File: src/design/hub75_scan_sequencer_core_defines.svh
// Assertion macros for the scan sequencer core.
`ifndef HUB75_SCAN_SEQUENCER_CORE_DEFINES_SVH
`define HUB75_SCAN_SEQUENCER_CORE_DEFINES_SVH

// Same-cycle implication, sampled on clk_i, off while rst_ni is low.
`define HSS_ASSERT_NOW(name_, ante_, cons_, msg_) \
  name_: assert property (@(posedge clk_i) disable iff (!rst_ni) \
    (ante_) |-> (cons_)) else $error(msg_);

// Next-cycle implication, sampled on clk_i, off while rst_ni is low.
`define HSS_ASSERT_NEXT(name_, ante_, cons_, msg_) \
  name_: assert property (@(posedge clk_i) disable iff (!rst_ni) \
    (ante_) |=> (cons_)) else $error(msg_);

`endif

File: src/design/hss_pkg.sv
// Shared types and constants for the scan sequencer core.
`timescale 1ns / 1ps

package hss_pkg;

  localparam int ROW_LENGTH = 128;
  localparam int ROW_COUNT  = 8;

  localparam int ColW      = $clog2(ROW_LENGTH + 1);
  localparam int InitStepW = $clog2(3 * ROW_LENGTH + 1);
  localparam int RowW      = 3;
  localparam int WinW      = 9;
  localparam int BrightW   = 8;

  // Driver set-up patterns, bit i is step i of each 16-step period.
  localparam logic [15:0] RegOnePattern = 16'h07E0;
  localparam logic [15:0] RegTwoPattern = 16'h0200;

  // Lit window = WinBase + brightness * WinScale / WinDiv.
  localparam int WinBase        = 8;
  localparam int WinScale       = 400;
  localparam int WinDiv         = 255;
  localparam int WinRecip       = 257;
  localparam int WinRecipShift  = 16;
  localparam int BrightReset    = 128;
  localparam logic [WinW-1:0] WinResetLen =
      WinW'(WinBase + (BrightReset * WinScale) / WinDiv);

  localparam logic [1:0] ActShift = 2'd0;
  localparam logic [1:0] ActTick  = 2'd1;
  localparam logic [1:0] ActInit  = 2'd2;

  typedef struct packed {
    logic [1:0] action;
    logic [2:0] upper_color;
    logic [2:0] lower_color;
  } in_item_t;

  typedef struct packed {
    logic [2:0] upper_rgb;
    logic [2:0] lower_rgb;
    logic [2:0] row_address;
    logic       clock_pulse;
    logic       latch_level;
    logic       latch_pulse;
    logic       output_blank;
    logic [1:0] phase;
    logic       frame_done;
    logic       rejected;
  } out_item_t;

endpackage

File: src/design/hub75_scan_sequencer_core.sv
// Top level of the HUB75 scan sequencer: pin step per transaction.
// A result is registered in the output register when its item is taken.
// Throughput: one item per cycle while in_stall_o is low; the single pass from input to output register sets it.
// in_stall_o rises only while a held result is stalled by out_stall_i.
// Reset: phase shifting, panel blanked, row 0, brightness 128 (lit window 208 ticks).
`timescale 1ns / 1ps

`include "hub75_scan_sequencer_core_defines.svh"

module hub75_scan_sequencer_core (
  input  logic                        clk_i,
  input  logic                        rst_ni,
  input  logic                        in_valid_i,
  output logic                        in_stall_o,
  input  hss_pkg::in_item_t           in_item_i,
  output logic                        out_valid_o,
  input  logic                        out_stall_i,
  output hss_pkg::out_item_t          out_item_o,
  input  logic                        cfg_valid_i,
  output logic                        cfg_ready_o,
  input  logic [hss_pkg::BrightW-1:0] cfg_data_i
);

  typedef enum logic [1:0] {
    PhInit  = 2'd0,
    PhShift = 2'd1,
    PhFull  = 2'd2,
    PhLit   = 2'd3
  } phase_e;

  localparam int ColW  = hss_pkg::ColW;
  localparam int StepW = hss_pkg::InitStepW;
  localparam int RowW  = hss_pkg::RowW;
  localparam int WinW  = hss_pkg::WinW;

  phase_e                 phase_q, phase_d;
  logic [StepW-1:0]       step_q, step_d;
  logic [ColW-1:0]        col_q, col_d;
  logic [RowW-1:0]        row_q, row_d;
  logic [WinW-1:0]        lit_cnt_q, lit_cnt_d;
  logic [5:0]             data_q, data_d;
  logic                   latch_q, latch_d;
  logic                   blank_q, blank_d;
  logic [WinW-1:0]        win_len_q, win_len_d;
  logic                   out_valid_q;
  hss_pkg::out_item_t     out_item_q, out_item_d;

  logic                   accept;
  logic                   clk_pulse, lat_pulse, frame_done, rejected;
  logic [StepW-1:0]       step_rel;
  logic [ColW-1:0]        col_inc;
  logic [RowW:0]          row_inc;
  logic [WinW-1:0]        lit_dec;

  logic [16:0]            win_prod;
  logic [25:0]            win_est;
  logic [WinW-1:0]        win_quo;
  logic [16:0]            win_rem;

  assign in_stall_o  = out_valid_q && out_stall_i;
  assign accept      = in_valid_i && !in_stall_o;
  assign cfg_ready_o = 1'b1;
  assign out_valid_o = out_valid_q;
  assign out_item_o  = out_item_q;

  // Lit window from the new brightness: reciprocal estimate, then one correction.
  always_comb begin
    win_prod  = 17'(cfg_data_i) * 17'(hss_pkg::WinScale);
    win_est   = 26'(win_prod) * 26'(hss_pkg::WinRecip);
    win_quo   = win_est[hss_pkg::WinRecipShift +: WinW];
    win_rem   = win_prod - 17'(win_quo) * 17'(hss_pkg::WinDiv);
    win_len_d = WinW'(hss_pkg::WinBase) + win_quo
              + WinW'(win_rem >= 17'(hss_pkg::WinDiv));
  end

  always_comb begin
    phase_d    = phase_q;
    step_d     = step_q;
    col_d      = col_q;
    row_d      = row_q;
    lit_cnt_d  = lit_cnt_q;
    data_d     = data_q;
    latch_d    = latch_q;
    blank_d    = blank_q;
    clk_pulse  = 1'b0;
    lat_pulse  = 1'b0;
    frame_done = 1'b0;
    rejected   = 1'b0;
    col_inc    = col_q + ColW'(1);
    row_inc    = {1'b0, row_q} + (RowW+1)'(1);
    lit_dec    = (lit_cnt_q != '0) ? lit_cnt_q - WinW'(1) : '0;
    step_rel   = step_q - StepW'(hss_pkg::ROW_LENGTH);

    case (in_item_i.action)
      hss_pkg::ActShift: begin
        if (phase_q == PhShift) begin
          data_d    = {in_item_i.upper_color, in_item_i.lower_color};
          clk_pulse = 1'b1;
          col_d     = col_inc;
          if (col_inc >= ColW'(hss_pkg::ROW_LENGTH)) begin
            phase_d = PhFull;
          end
        end else begin
          rejected = 1'b1;
        end
      end
      hss_pkg::ActTick: begin
        case (phase_q)
          PhInit: begin
            step_d = step_q + StepW'(1);
            if (step_q < StepW'(hss_pkg::ROW_LENGTH)) begin
              data_d    = hss_pkg::RegOnePattern[step_q[3:0]] ? 6'h3F : 6'h00;
              latch_d   = step_q >= StepW'(hss_pkg::ROW_LENGTH - 11);
              clk_pulse = 1'b1;
            end else if (step_q < StepW'(2 * hss_pkg::ROW_LENGTH)) begin
              data_d    = hss_pkg::RegTwoPattern[step_rel[3:0]] ? 6'h3F : 6'h00;
              latch_d   = step_rel >= StepW'(hss_pkg::ROW_LENGTH - 12);
              clk_pulse = 1'b1;
            end else if (step_q < StepW'(3 * hss_pkg::ROW_LENGTH)) begin
              data_d    = 6'h00;
              latch_d   = 1'b0;
              clk_pulse = 1'b1;
            end else begin
              latch_d   = 1'b0;
              lat_pulse = 1'b1;
              phase_d   = PhShift;
              col_d     = '0;
              step_d    = '0;
            end
          end
          PhFull: begin
            latch_d   = 1'b0;
            lat_pulse = 1'b1;
            blank_d   = 1'b0;
            lit_cnt_d = win_len_q;
            phase_d   = PhLit;
          end
          PhLit: begin
            lit_cnt_d = lit_dec;
            if (lit_dec == '0) begin
              blank_d = 1'b1;
              col_d   = '0;
              phase_d = PhShift;
              if (row_inc >= (RowW+1)'(hss_pkg::ROW_COUNT)) begin
                row_d      = '0;
                frame_done = 1'b1;
              end else begin
                row_d = row_inc[RowW-1:0];
              end
            end
          end
          default: begin
            // Shifting phase: tick is taken, nothing moves.
          end
        endcase
      end
      hss_pkg::ActInit: begin
        if (phase_q == PhShift) begin
          blank_d = 1'b1;
          latch_d = 1'b0;
          step_d  = '0;
          col_d   = '0;
          phase_d = PhInit;
        end else begin
          rejected = 1'b1;
        end
      end
      default: begin
        rejected = 1'b1;
      end
    endcase

    out_item_d.upper_rgb    = data_d[5:3];
    out_item_d.lower_rgb    = data_d[2:0];
    out_item_d.row_address  = row_d;
    out_item_d.clock_pulse  = clk_pulse;
    out_item_d.latch_level  = latch_d;
    out_item_d.latch_pulse  = lat_pulse;
    out_item_d.output_blank = blank_d;
    out_item_d.phase        = phase_d;
    out_item_d.frame_done   = frame_done;
    out_item_d.rejected     = rejected;
  end

  always_ff @(posedge clk_i or negedge rst_ni) begin
    if (!rst_ni) begin
      phase_q     <= PhShift;
      step_q      <= '0;
      col_q       <= '0;
      row_q       <= '0;
      lit_cnt_q   <= '0;
      data_q      <= '0;
      latch_q     <= 1'b0;
      blank_q     <= 1'b1;
      win_len_q   <= hss_pkg::WinResetLen;
      out_valid_q <= 1'b0;
    end else begin
      if (cfg_valid_i && cfg_ready_o) begin
        win_len_q <= win_len_d;
      end
      if (accept) begin
        phase_q     <= phase_d;
        step_q      <= step_d;
        col_q       <= col_d;
        row_q       <= row_d;
        lit_cnt_q   <= lit_cnt_d;
        data_q      <= data_d;
        latch_q     <= latch_d;
        blank_q     <= blank_d;
        out_valid_q <= 1'b1;
      end else if (!out_stall_i) begin
        // Drop the result once it has been taken.
        out_valid_q <= 1'b0;
      end
    end
  end

  always_ff @(posedge clk_i) begin
    if (accept) begin
      out_item_q <= out_item_d;
    end
  end

  `HSS_ASSERT_NOW(a_lit_only_when_unblanked, !blank_q, phase_q == PhLit, "panel lit outside lit phase")
  `HSS_ASSERT_NOW(a_init_blanked, phase_q == PhInit, blank_q, "panel unblanked during init")
  `HSS_ASSERT_NOW(a_stall_needs_result, in_stall_o, out_valid_q, "input stalled with no held result")
  `HSS_ASSERT_NEXT(a_reject_holds_phase, accept && rejected, phase_q == $past(phase_q), "rejected item changed phase")
  `HSS_ASSERT_NEXT(a_frame_wraps_row, accept && frame_done, row_q == '0, "frame done without row wrap")

endmodule
File: config.mk
export PLATFORM = sky130hd
export DESIGN_NAME = hub75_scan_sequencer_core
export DESIGN_NICKNAME = d
export VERILOG_FILES = /design/src/design/hss_pkg.sv /design/src/design/hub75_scan_sequencer_core.sv
export VERILOG_INCLUDE_DIRS = /design/src /design/src/design
export SDC_FILE = /design/constraint.sdc
export NUM_CORES = 1
export LEC_CHECK = 0
export BUFFER_PORTS_ARGS = -buffer_cell sky130_fd_sc_hd__clkbuf_2
export CAP_MARGIN = 5
export CORE_AREA = 2 2 123 125
export CTS_CLUSTER_DIAMETER = 40
export CTS_CLUSTER_SIZE = 24
export DETAILED_ROUTE_END_ITERATION = 12
export DIE_AREA = 0 0 125 127
export PLACE_DENSITY = 0.67
export SYNTH_ARGS = -nofsm -noshare
export SYNTH_HDL_FRONTEND = slang
export SYNTH_SLANG_ARGS = --single-unit
export TNS_END_PERCENT = 100
File: constraint.sdc
create_clock -name clk_i -period 3.7 [get_ports clk_i]
set_input_delay 0.37 -clock clk_i [delete_from_list [all_inputs] [get_ports clk_i]]
set_output_delay 0.37 -clock clk_i [all_outputs]
set_load 0.01 [all_outputs]
## Word-level counts from Yosys, hierarchy flattened

Memory sizes are Yosys's and may differ from the RTL's.
Index checks and enable logic that the tools add are counted.

| storage, ports and cells | value |
|---|---|
| register bits after elaboration | 66 |
| logic and storage cells | 135 |
| memory bits (read-only) | 32 |
| memories kept | 2 |

Memories:

| name | depth | width | read ports | clocked after memory_dff | wr ports | RTL line | RTL |
|---|---|---|---|---|---|---|---|
| (no name shown) | 16 | 1 | 1 | 0 | 0 | hub75_scan_sequencer_core.sv:116 | `data_d = hss_pkg::RegTwoPattern[step_rel[3:0]] ? 6'h3F : 6'h00;` |
| (no name shown) | 16 | 1 | 1 | 0 | 0 | hub75_scan_sequencer_core.sv:112 | `data_d = hss_pkg::RegOnePattern[step_q[3:0]] ? 6'h3F : 6'h00;` |

| cells by class | value |
|---|---|
| $mul | 3 |
| equality and inequality tests | 14 |
| $lt $le $gt $ge | 10 |
| add/sub/neg operators | 8 |
| mux-type cells | 63 |
| reduce and logical (&&, ||, !) cells | 15 |

Operators by type and width:

| cell | count |
|---|---|
| 2-to-1 mux 9 bit | 6 |
| 2-to-1 mux 8 bit | 6 |
| 2-to-1 mux 6 bit | 7 |
| one-hot mux 9 bit (2 select lines) | 2 |
| one-hot mux 8 bit (3 select lines) | 1 |
| multiplier 13 x 9 -> 21 bit, second input constant | 1 |
| 2-to-1 mux 1 bit | 19 |
| >= comparator 9 x 7 -> 1 bit, second input constant | 2 |
| less-than comparator 9 bit, second input constant | 2 |
| >= comparator 17 x 8 -> 1 bit, second input constant | 1 |
| multiplier 9 x 8 -> 17 bit, second input constant | 1 |
| subtractor 17 bit | 1 |
| one-hot mux 8 bit (2 select lines) | 1 |
| 2-to-1 mux 2 bit | 7 |
| one-hot mux 1 bit (2 select lines) | 7 |
| multiplier 8 x 5 -> 13 bit, second input constant | 1 |
| 2-to-1 mux 3 bit | 4 |
| inequality test 3 bit, second input constant | 4 |
| one-hot mux 2 bit (3 select lines) | 2 |
| one-hot mux 6 bit (2 select lines) | 1 |
| less-than comparator 4 x 5 -> 1 bit, second input constant | 2 |
| adder 4 x 9 -> 9 bit, first input constant | 1 |
| adder 9 x 1 -> 9 bit | 1 |
| adder 9 x 1 -> 9 bit, second input constant | 1 |
| 23 further kinds | 32 |

## Depth between registers and ports, before layout

Gate-level depths: netlist of run 1.

| logic depth | value |
|---|---|
| depth after elaboration | 8 |
| depth in mapped cells | 47 |

## Worst setup path after synthesis of run 1

Ideal clock, no wire load.

| timing | value |
|---|---|
| kind | input to register |
| from | input port cfg_data_i[3] (netlist bit) |
| to | register win_len_q[8] |
| data required time | 3.575 ns |
| stages on the path | 45 |
| data arrival time | 10.460 ns |
| path slack | -6.885 ns |
| path through | ha_1 -> ha_1 -> fa_1 -> ha_1 -> a21o_1 -> a22oi_1 -> a211o_2 -> xor2_1 -> inv_1 -> ha_1 -> ha_1 -> ha_1 -> nand4_4 -> a2111oi_2 -> o311ai_1 -> nand2_1 -> nand2_1 -> xnor2_1 -> [... 9 more ...] -> ha_1 -> clkbuf_1 -> nor2_1 -> a2111oi_0 -> a21oi_1 -> nor4_1 -> o211ai_1 -> nand4b_1 -> a211oi_1 -> o21ai_0 -> a211o_1 -> ha_1 -> ha_1 -> nand2_1 -> nand2_1 -> nand3_1 -> xnor2_1 -> mux2_2 |

| on the way | value |
|---|---|
| longest elaborated chain between the ends | 6 |
| elaborated cells between the ends (all ways) | 7 |
| classes of those cells | 3 x add/sub; 3 x mul; 1 x order compare |

Ends and longest elaborated chain:

| item | RTL line | RTL |
|---|---|---|
| from (decl) | hub75_scan_sequencer_core.sv:21 | `input logic [hss_pkg::BrightW-1:0] cfg_data_i` |
| multiplier 8 x 5 -> 13 bit (*) | hub75_scan_sequencer_core.sv:68 | `win_prod = 17'(cfg_data_i) * 17'(hss_pkg::WinScale);` |
| multiplier 13 x 9 -> 21 bit | hub75_scan_sequencer_core.sv:69 | `win_est = 26'(win_prod) * 26'(hss_pkg::WinRecip);` |
| multiplier 9 x 8 -> 17 bit | hub75_scan_sequencer_core.sv:71 | `win_rem = win_prod - 17'(win_quo) * 17'(hss_pkg::WinDiv);` |
| subtractor 17 bit | hub75_scan_sequencer_core.sv:71 |  |
| >= comparator 17 x 8 -> 1 bit | hub75_scan_sequencer_core.sv:73 | `+ WinW'(win_rem >= 17'(hss_pkg::WinDiv));` |
| adder 9 x 1 -> 9 bit (*) | hub75_scan_sequencer_core.sv:73 |  |
| to (signal assigned) | hub75_scan_sequencer_core.sv:195 | `win_len_q <= hss_pkg::WinResetLen;` |
| to (signal assigned) | hub75_scan_sequencer_core.sv:199 | `win_len_q <= win_len_d;` |
| to (decl) | hub75_scan_sequencer_core.sv:44 | `logic [WinW-1:0] win_len_q, win_len_d;` |

Every way passes the cells marked *; elsewhere a longest branch is shown, timed or not.
A chain may end at the register's enable or synchronous reset.

## Worst setup path after layout of run 1

| timing | value |
|---|---|
| from | input port cfg_data_i[2] (netlist bit) |
| to | register win_len_q[8] |

Same word-level chain as after synthesis.

==> impl_table.tex, run 1 <==
\begin{tabular}{lr}
\hline
Metric & Value \\
\hline
\multicolumn{2}{l}{\textbf{Run status}} \\
\quad Run status & complete, but fails checks \\
\quad Violated checks & hold timing, setup timing \\
\multicolumn{2}{l}{\textbf{GRT}} \\
\quad Busiest metal layer after global routing & met2 \\
\quad Grt met3 use & around 2.8\% \\
\quad Wire length of the first global-routing pass & 30330 um \\
\quad Grt total ovfl & 0 \\
\quad Vias in the first global route & between 6000 and 7000 \\
\quad Pin count of the biggest net entering global routing & 30 \\
\quad Grt met1 use & about 28\% \\
\quad Number of antenna violations at the first check in global routing & 0 \\
\quad Met2 layer usage reported by global route & about 42\% \\
\quad GRT Overall Usage & approximately 23\% \\
\multicolumn{2}{l}{\textbf{STA}} \\
\quad Min Clock Period, post-route & 9.747 ns \\
\quad Final worst hold slack & -0.003803 ns \\
\quad Maximum clock rate & between 100 and 150 MHz \\
\quad Final-layout setup total negative slack & -53.00 ns \\
\quad Final Hold Violating Endpoints & 3 \\
\quad Final critical-path share of the clock period & 263.4\% \\
\quad Measured slew at the worst slew-check pin & around 0.56 ns \\
\quad Worst slew margin relative to its limit & $\sim$62\% \\
\quad Final Slew Violations & 0 \\
\quad Unrepaired setup endpoints after global routing & yes \\
\quad Total of endpoints with negative setup slack in the final report & 9 \\
\quad Setup WS post-layout & -6.047 ns \\
\quad Worst setup skew after layout & slightly below 0.006 ns \\
\multicolumn{2}{l}{\textbf{Die}} \\
\quad Die X & approximately 130 um \\
\quad Cell row count & 44 \\
\quad Vertical die dimension & 127 um \\
\quad Placeable core area & between 10000 and 15000 um\^{}2 \\
\quad Starting density of the core & about half \\
\quad Overall die area & between 15000 and 20000 um\^{}2 \\
\quad Count of pins on the block boundary & a little over 40 \\
\multicolumn{2}{l}{\textbf{Synth}} \\
\quad Mapped Area & between 7000 and 8000 um\^{}2 \\
\quad Async SR Flop Fraction & between 70\% and 80\% \\
\quad Synth top area share & a little under a fifth \\
\quad YS warnings & 0 \\
\quad Area leader, netlist & ha\_1 \\
\quad Post-synthesis net count & 963 \\
\quad Synthesized area per cell & roughly 9.0 um\^{}2 \\
\quad Leading register cell type out of synthesis & dfrtp\_1 \\
\quad Number of instances in the synthesized netlist & $\sim$790 \\
\quad Number of flops mapped to enable cells by yosys & 17 \\
\quad Top cells by area in the synthesized netlist & ha\_1 18\%, dfrtp\_1 15\%, fa\_1 13\% \\
\quad Portion of the post-synthesis area used by sequential elements & $\sim$24\% \\
\quad Number of synthesized register bits & between 60 and 70 \\
\quad Netlist cell types & 74 \\
\multicolumn{2}{l}{\textbf{Setup path}} \\
\quad Critical Path Fanout Max & 5 \\
\quad CP endpoint kind & register \\
\quad Most common cell type on the critical path & ha\_4 \\
\quad Kind of launch point of the worst setup path & input port \\
\quad Data arrival time at the worst-slack endpoint & between 9 and 10 ns \\
\quad Max stage delay on crit path & between 0.5 and 0.6 ns \\
\quad Setup Crit Path Kind & input port to register \\
\quad WP data required & 3.91 ns \\
\quad Highest-delay cell along the critical path & fa\_1 \\
\multicolumn{2}{l}{\textbf{Placed design}} \\
\quad Final HPWL DP & roughly 14000 um \\
\quad Port Buf Inserts & 39 \\
\quad Final estimated routing congestion in global placement & 0.9368 \\
\multicolumn{2}{l}{\textbf{Finish}} \\
\quad Area added between synthesis and finish & 33.18\% \\
\quad Post-Route Utilization & between 60\% and 70\% \\
\quad Filler instances & 1112 \\
\quad Antenna diodes & 0 \\
\quad Net count reported at finish & around 1100 \\
\quad Share of cells above drive strength 1 & 31.36\% \\
\multicolumn{2}{l}{\textbf{Clock network}} \\
\quad Number of sinks handled by clock tree synthesis & 66 \\
\quad Clock H-tree levels & 3 \\
\quad CTS root buf & clkbuf\_16 \\
\quad Clock latency reported for the late side of the worst-skew pair & approximately 0.33 ns \\
\quad Num CTS Buffers & 9 \\
\quad Hold buffers post-CTS & 0 \\
\quad Clock Pin Slew Worst Setup and Hold Paths & 0.05 ns \\
\quad Number of buffers on the longest clock path & 2 \\
\quad Clock tree from TritonCTS & built \\
\multicolumn{2}{l}{\textbf{Drt}} \\
\quad First-iteration detailed-routing DRC count & about 350 \\
\quad Total DRC errors in the routed layout & 0 \\
\quad DR pass1 iterations & 5 \\
\quad Avg Vias per Cell & approximately 5.5 \\
\quad Overall via count from detail\_route & between 6000 and 7000 \\
\quad Drt wl/cell & roughly 15 um \\
\quad Number of nets with antenna violations after routing & 0 \\
\quad Total wire length & $\sim$17000 um \\
\multicolumn{2}{l}{\textbf{Run}} \\
\quad Max-cap violations & 0 \\
\multicolumn{2}{l}{\textbf{Min path}} \\
\quad Worst min-delay path category & input port to asynchronous set/reset pin \\
\hline
\end{tabular}
==> per-layer routing <==
| layer | part of all wire, % | wire length (um) |
|---|---|---|
| met1 | 43 | 7551 |
| met2 | 51 | 8913 |
| met3 | 2.9 | 509 |
| met4 | 2.3 | 408 |
| met5 | 0 | 0 |
==> cells in the final DEF, fill, tap and decap left out, types with 4 or more instances in the layout <==
master     instances
o21ai_0           53
nand2_1           66
xor2_1             5
edfxtp_1          17
fa_1              41
nand3_1           20
o31ai_1            6
nor3_1            15
mux2_4             4
nor2b_1            4
dfstp_2            5
fa_2               4
and2_1             6
ha_1              81
xnor2_1            9
mux2i_1            4
and3_1             6
a211oi_1           6
nor2_1            44
nand2_4            4
a21o_1            11
clkbuf_16         10
inv_2             13
nor3b_1            8
nand4_1            5
clkbuf_2          36
inv_1            113
buf_4            146
xnor2_2           11
nand2b_1          14
dfrtp_1           44
a221o_1            6
a21oi_1           33
or2_2              4
ha_4              22
o21a_1             7
==> final timing paths <==
check                              startpoint           end  slack (ns)  cells past startpoint
worst max-delay path            cfg_data_i[2]  win_len_q[8]       -6.05                     45
worst min-delay path                   rst_ni   out_valid_o      -0.004                      1
worst max register to register   lit_cnt_q[0]      col_q[6]        0.56                     11
worst min register to register      data_q[0]     data_q[0]        0.48                      2
max in group asynchronous              rst_ni    phase_q[0]        2.90                      2
min in group clk_i                 in_valid_i   out_valid_o        0.25                      2
==> flip-flops by register name, summed over array words and instances, names as in the netlist <==
register	flops
out_item_o	17
latch_q	1
out_valid_o	1
lit_cnt_q	9
step_q	9
col_q	8
win_len_q	9
row_q	3
phase_q	2
blank_q	1
data_q	6
==> synth_stat cells, types with 4 or more instances <==
cell type  instances
nand4_1            5
or2_2              4
a21o_1            11
clkbuf_1          13
o31ai_1            6
nor2b_1            4
mux2i_1            4
ha_1             103
o21ai_0           55
a21oi_1           35
inv_1            126
fa_1              45
xnor2_1           20
edfxtp_1          17
a221o_1            6
nand2b_1          14
nor2_1            45
nor3b_1            8
nor3_1            16
a211oi_1           9
o21a_1             7
nand3_1           22
mux2_2             6
xor2_1             7
nand2_1           72
and2_1             6
and3_1             8
dfrtp_1           44
dfstp_2            5
==> final cells by class <==
cell class,instances,area [um^2],area share (%)
sequential,66,1743,18.28
timing repair buffer,186,1339,14.04
clock inverter,5,56.30,0.5906
clock buffer,11,232.7,2.441
multi-input combinational,584,5453,57.20
tap,184,230.2,2.415
inverter,127,479.2,5.027
==> logic make-up after synthesis <==
group,after synthesis,synth area share (%)
AND/OR/NAND/NOR,222,15.70
AO/OA/AOI/OAI,174,16.17
adder cells (fa/ha/maj),148,30.59
buffers and inverters,144,7.726
flip-flops,66,24.35
XOR/XNOR,29,3.916
multiplexers,10,1.503
other,1,0.05239
==> worst max-delay path, delay by kind of cell <==
kind,cells,cell delay [ns]
fa+ha+maj,14,4.66
compound gates,11,2.42
simple gates,7,0.98
buf+inv,9,0.71
xor+xnor,3,0.55
mux,1,0.25
==> what timing repair did <==
item	4_1_cts	5_1_grt
setup buffers	27	6
endpoints found under the setup margin	9	9
pin swaps	25	42
gates resized for setup	32	19
==> per-stage QoR <==
| stage | area, um^2 | setup WS (ns) | hold slack (ns) | cells |
|---|---|---|---|---|
| floorplan | 7543 | -5.705 | 0.07441 | 794 |
| global placement | 8753 | -6.095 | 0.3733 | 1116 |
| detailed placement | 8753 | -6.346 | 0.3703 | 1116 |
| CTS | 9398 | -5.853 | 0.01243 | 1158 |
| global route | 9533 | -6.364 | 0.05102 | 1163 |
| finish | 9533 | -6.047 | -0.003803 | 1163 |
Power of run 1 is left out: the tool's default activity adds up to more than one toggle a clock period on the data nets, which glitch-free logic cannot reach.
==> inputs of run 2 (changes only) <==
CTS_CLUSTER_DIAMETER = 120   (was 40)
clock period = 12.5 ns   (was 3.7 ns; I/O delays follow)
==> impl_table.tex, run 2 (same netlist as run 1, synthesis figures left out) <==
\begin{tabular}{lr}
\hline
Metric & Value \\
\hline
\multicolumn{2}{l}{\textbf{Placed design}} \\
\quad Final HPWL DP & 12010 um (was 13980 um) \\
\quad Total placed instance area & 7560 um\^{}2 (was 8753 um\^{}2) \\
\quad Port Buf Inserts & 39 (unchanged) \\
\quad Final estimated routing congestion in global placement & 0.9027 (was 0.9368) \\
\multicolumn{2}{l}{\textbf{Die}} \\
\quad Die X & 125 um (unchanged) \\
\quad Cell row count & 44 (unchanged) \\
\quad Placeable core area & 14420 um\^{}2 (unchanged) \\
\quad Starting density of the core & 49.63\% (unchanged) \\
\quad Overall die area & 15880 um\^{}2 (unchanged) \\
\quad Vertical die dimension & 127 um (unchanged) \\
\quad Count of pins on the block boundary & 41 (unchanged) \\
\multicolumn{2}{l}{\textbf{Drt}} \\
\quad Total DRC errors in the routed layout & 0 (unchanged) \\
\quad Total wire length & 14980 um (was 17380 um) \\
\quad Number of nets with antenna violations after routing & 0 (unchanged) \\
\quad DR pass1 iterations & 5 (unchanged) \\
\quad Overall via count from detail\_route & 5631 (was 6383) \\
\quad Drt wl/cell & 14.61 um (was 14.95 um) \\
\quad WL met2 & 7367 um (was 8913 um) \\
\quad First-iteration detailed-routing DRC count & 304 (was 351) \\
\quad Routed length on met1 & 6752 um (was 7551 um) \\
\quad Avg Vias per Cell & 5.494 (was 5.488) \\
\quad Routed length on met3 & 539 um (was 509 um) \\
\quad Highest metal used & met4 (unchanged) \\
\multicolumn{2}{l}{\textbf{Finish}} \\
\quad Most common cell after layout, fill and taps aside & inv\_1 (was buf\_4) \\
\quad Share of cells above drive strength 1 & 12.49\% (was 31.36\%) \\
\quad Commonest cells after routing, fill and taps aside & 125 x inv\_1, 103 x ha\_1, 72 x nand2\_1 (was 146 x buf\_4, 113 x inv\_1, 81 x ha\_1) \\
\quad Antenna diodes & 0 (unchanged) \\
\quad Number of flip-flops under the largest register name & 17 (unchanged) \\
\quad Post-layout instance area & 7950 um\^{}2 (was 9533 um\^{}2) \\
\quad Area added between synthesis and finish & 11.06\% (was 33.18\%) \\
\quad Net count reported at finish & 1005 (was 1143) \\
\multicolumn{2}{l}{\textbf{GRT}} \\
\quad Wire length of the first global-routing pass & 26210 um (was 30330 um) \\
\quad Number of antenna violations at the first check in global routing & 0 (unchanged) \\
\quad Pin count of the biggest net entering global routing & 50 (was 30) \\
\quad Grt total ovfl & 0 (unchanged) \\
\quad GRT Overall Usage & 19.72\% (was 23.04\%) \\
\quad Vias in the first global route & 5688 (was 6679) \\
\multicolumn{2}{l}{\textbf{STA}} \\
\quad Min Clock Period, post-route & 11.74 ns \\
\quad Final Slew Violations & 0 (unchanged) \\
\quad Measured slew at the worst slew-check pin & 0.6244 ns (was 0.5609 ns) \\
\quad Final worst hold slack & 0.4660 ns (was -0.003803 ns) \\
\quad Unrepaired setup endpoints after global routing & no (was yes) \\
\quad Final critical-path share of the clock period & 93.89\% \\
\quad Worst setup skew after layout & 0.006062 ns (was 0.005849 ns) \\
\quad Maximum clock rate & between 80 and 90 MHz \\
\quad Total of endpoints with negative setup slack in the final report & 0 (was 9) \\
\quad Worst slew margin relative to its limit & 58.37\% (was 62.32\%) \\
\quad Final-layout setup total negative slack & 0 ns (was -53.00 ns) \\
\quad Final Hold Violating Endpoints & 0 (was 3) \\
\multicolumn{2}{l}{\textbf{Clock network}} \\
\quad Number of buffers on the longest clock path & 2 (unchanged) \\
\quad Clock latency reported for the late side of the worst-skew pair & 0.33 ns (about the same) \\
\quad Clock tree from TritonCTS & built (unchanged) \\
\quad Hold buffers post-CTS & 0 (unchanged) \\
\quad Clock Pin Slew Worst Setup and Hold Paths & 0.05 ns (about the same) \\
\quad CTS root buf & clkbuf\_16 (unchanged) \\
\quad Clock H-tree levels & 3 (unchanged) \\
\quad Num CTS Buffers & 9 (unchanged) \\
\quad Number of sinks handled by clock tree synthesis & 66 (unchanged) \\
\multicolumn{2}{l}{\textbf{Setup path}} \\
\quad Data arrival time at the worst-slack endpoint & 11.95 ns (was 9.96 ns) \\
\quad Highest-delay cell along the critical path & fa\_1 (unchanged) \\
\quad Critical Path Fanout Max & 7 (was 5) \\
\quad Kind of launch point of the worst setup path & input port (unchanged) \\
\quad Setup Crit Path Kind & input port to register (unchanged) \\
\quad Internal reg-to-reg setup slack & 9.32 ns (was 0.56 ns) \\
\quad WP data required & 12.72 ns (was 3.91 ns) \\
\quad CP endpoint kind & register (unchanged) \\
\quad Max stage delay on crit path & 0.53 ns (about the same) \\
\quad Most common cell type on the critical path & ha\_1 (was ha\_4) \\
\multicolumn{2}{l}{\textbf{Min path}} \\
\quad Worst min-delay path category & register to register (was input port to asynchronous set/reset pin) \\
\multicolumn{2}{l}{\textbf{Run}} \\
\quad Max-cap violations & 0 (unchanged) \\
\multicolumn{2}{l}{\textbf{Run status}} \\
\quad Run status & complete, no violations (was complete, but fails checks) \\
\hline
\end{tabular}
==> run 2: per-layer routing <==
metal  global-route usage (%)  up-vias
met5                        0        -
met4                    6.928        0
met3                    2.136       22
met2                    34.94      116
met1                    25.19     2683
li1                         -     2810
==> run 2: final cells by class <==
type                       instances  area [um^2]
sequential                        66         1743
tap                              184        230.2
timing repair buffer              48        262.8
inverter                         127        476.7
clock inverter                     6        58.81
clock buffer                      10        229.0
multi-input combinational        584         4950
fill                            1260         6474
==> run 2: final timing paths <==
check,start,end,depth (start not counted)
worst min-delay path,step_q[6],step_q[6],1
worst max-delay path,cfg_data_i[3],win_len_q[8],46
max in group asynchronous,rst_ni,out_valid_o,2
worst min register to register,step_q[6],step_q[6],1
min in group asynchronous,rst_ni,data_q[4],2
worst max register to register,lit_cnt_q[0],col_q[5],11
==> run 2: what timing repair did <==
action / 4_1_cts / 5_1_grt
setup buffers: 0 / 2
resized for setup: 0 / 13
setup endpoints to repair: 0 / 8
==> run 2: critical path: cells and delay by family <==
| family | cells | cell delay, ns |
|---|---|---|
| adders and majority gates | 15 | 5.44 |
| AOI/OAI and AO/OA | 12 | 2.98 |
| muxes | 1 | 0.26 |
| buffers and inverters | 8 | 0.64 |
| xor gates and xnor gates | 4 | 0.54 |
| and+or+nand+nor | 6 | 0.82 |
==> run 2: stage by stage <==
step                      setup slack, ns  instances  util [%]
after floorplan                     1.035        794         -
after global placement             0.5009       1007     52.41
after detailed placement           0.1911       1007     52.41
after CTS                          0.5086       1023     54.41
after global routing              0.05316       1025     55.12
final                              0.7641       1025     55.12
Power of run 2 is left out for the same reason.
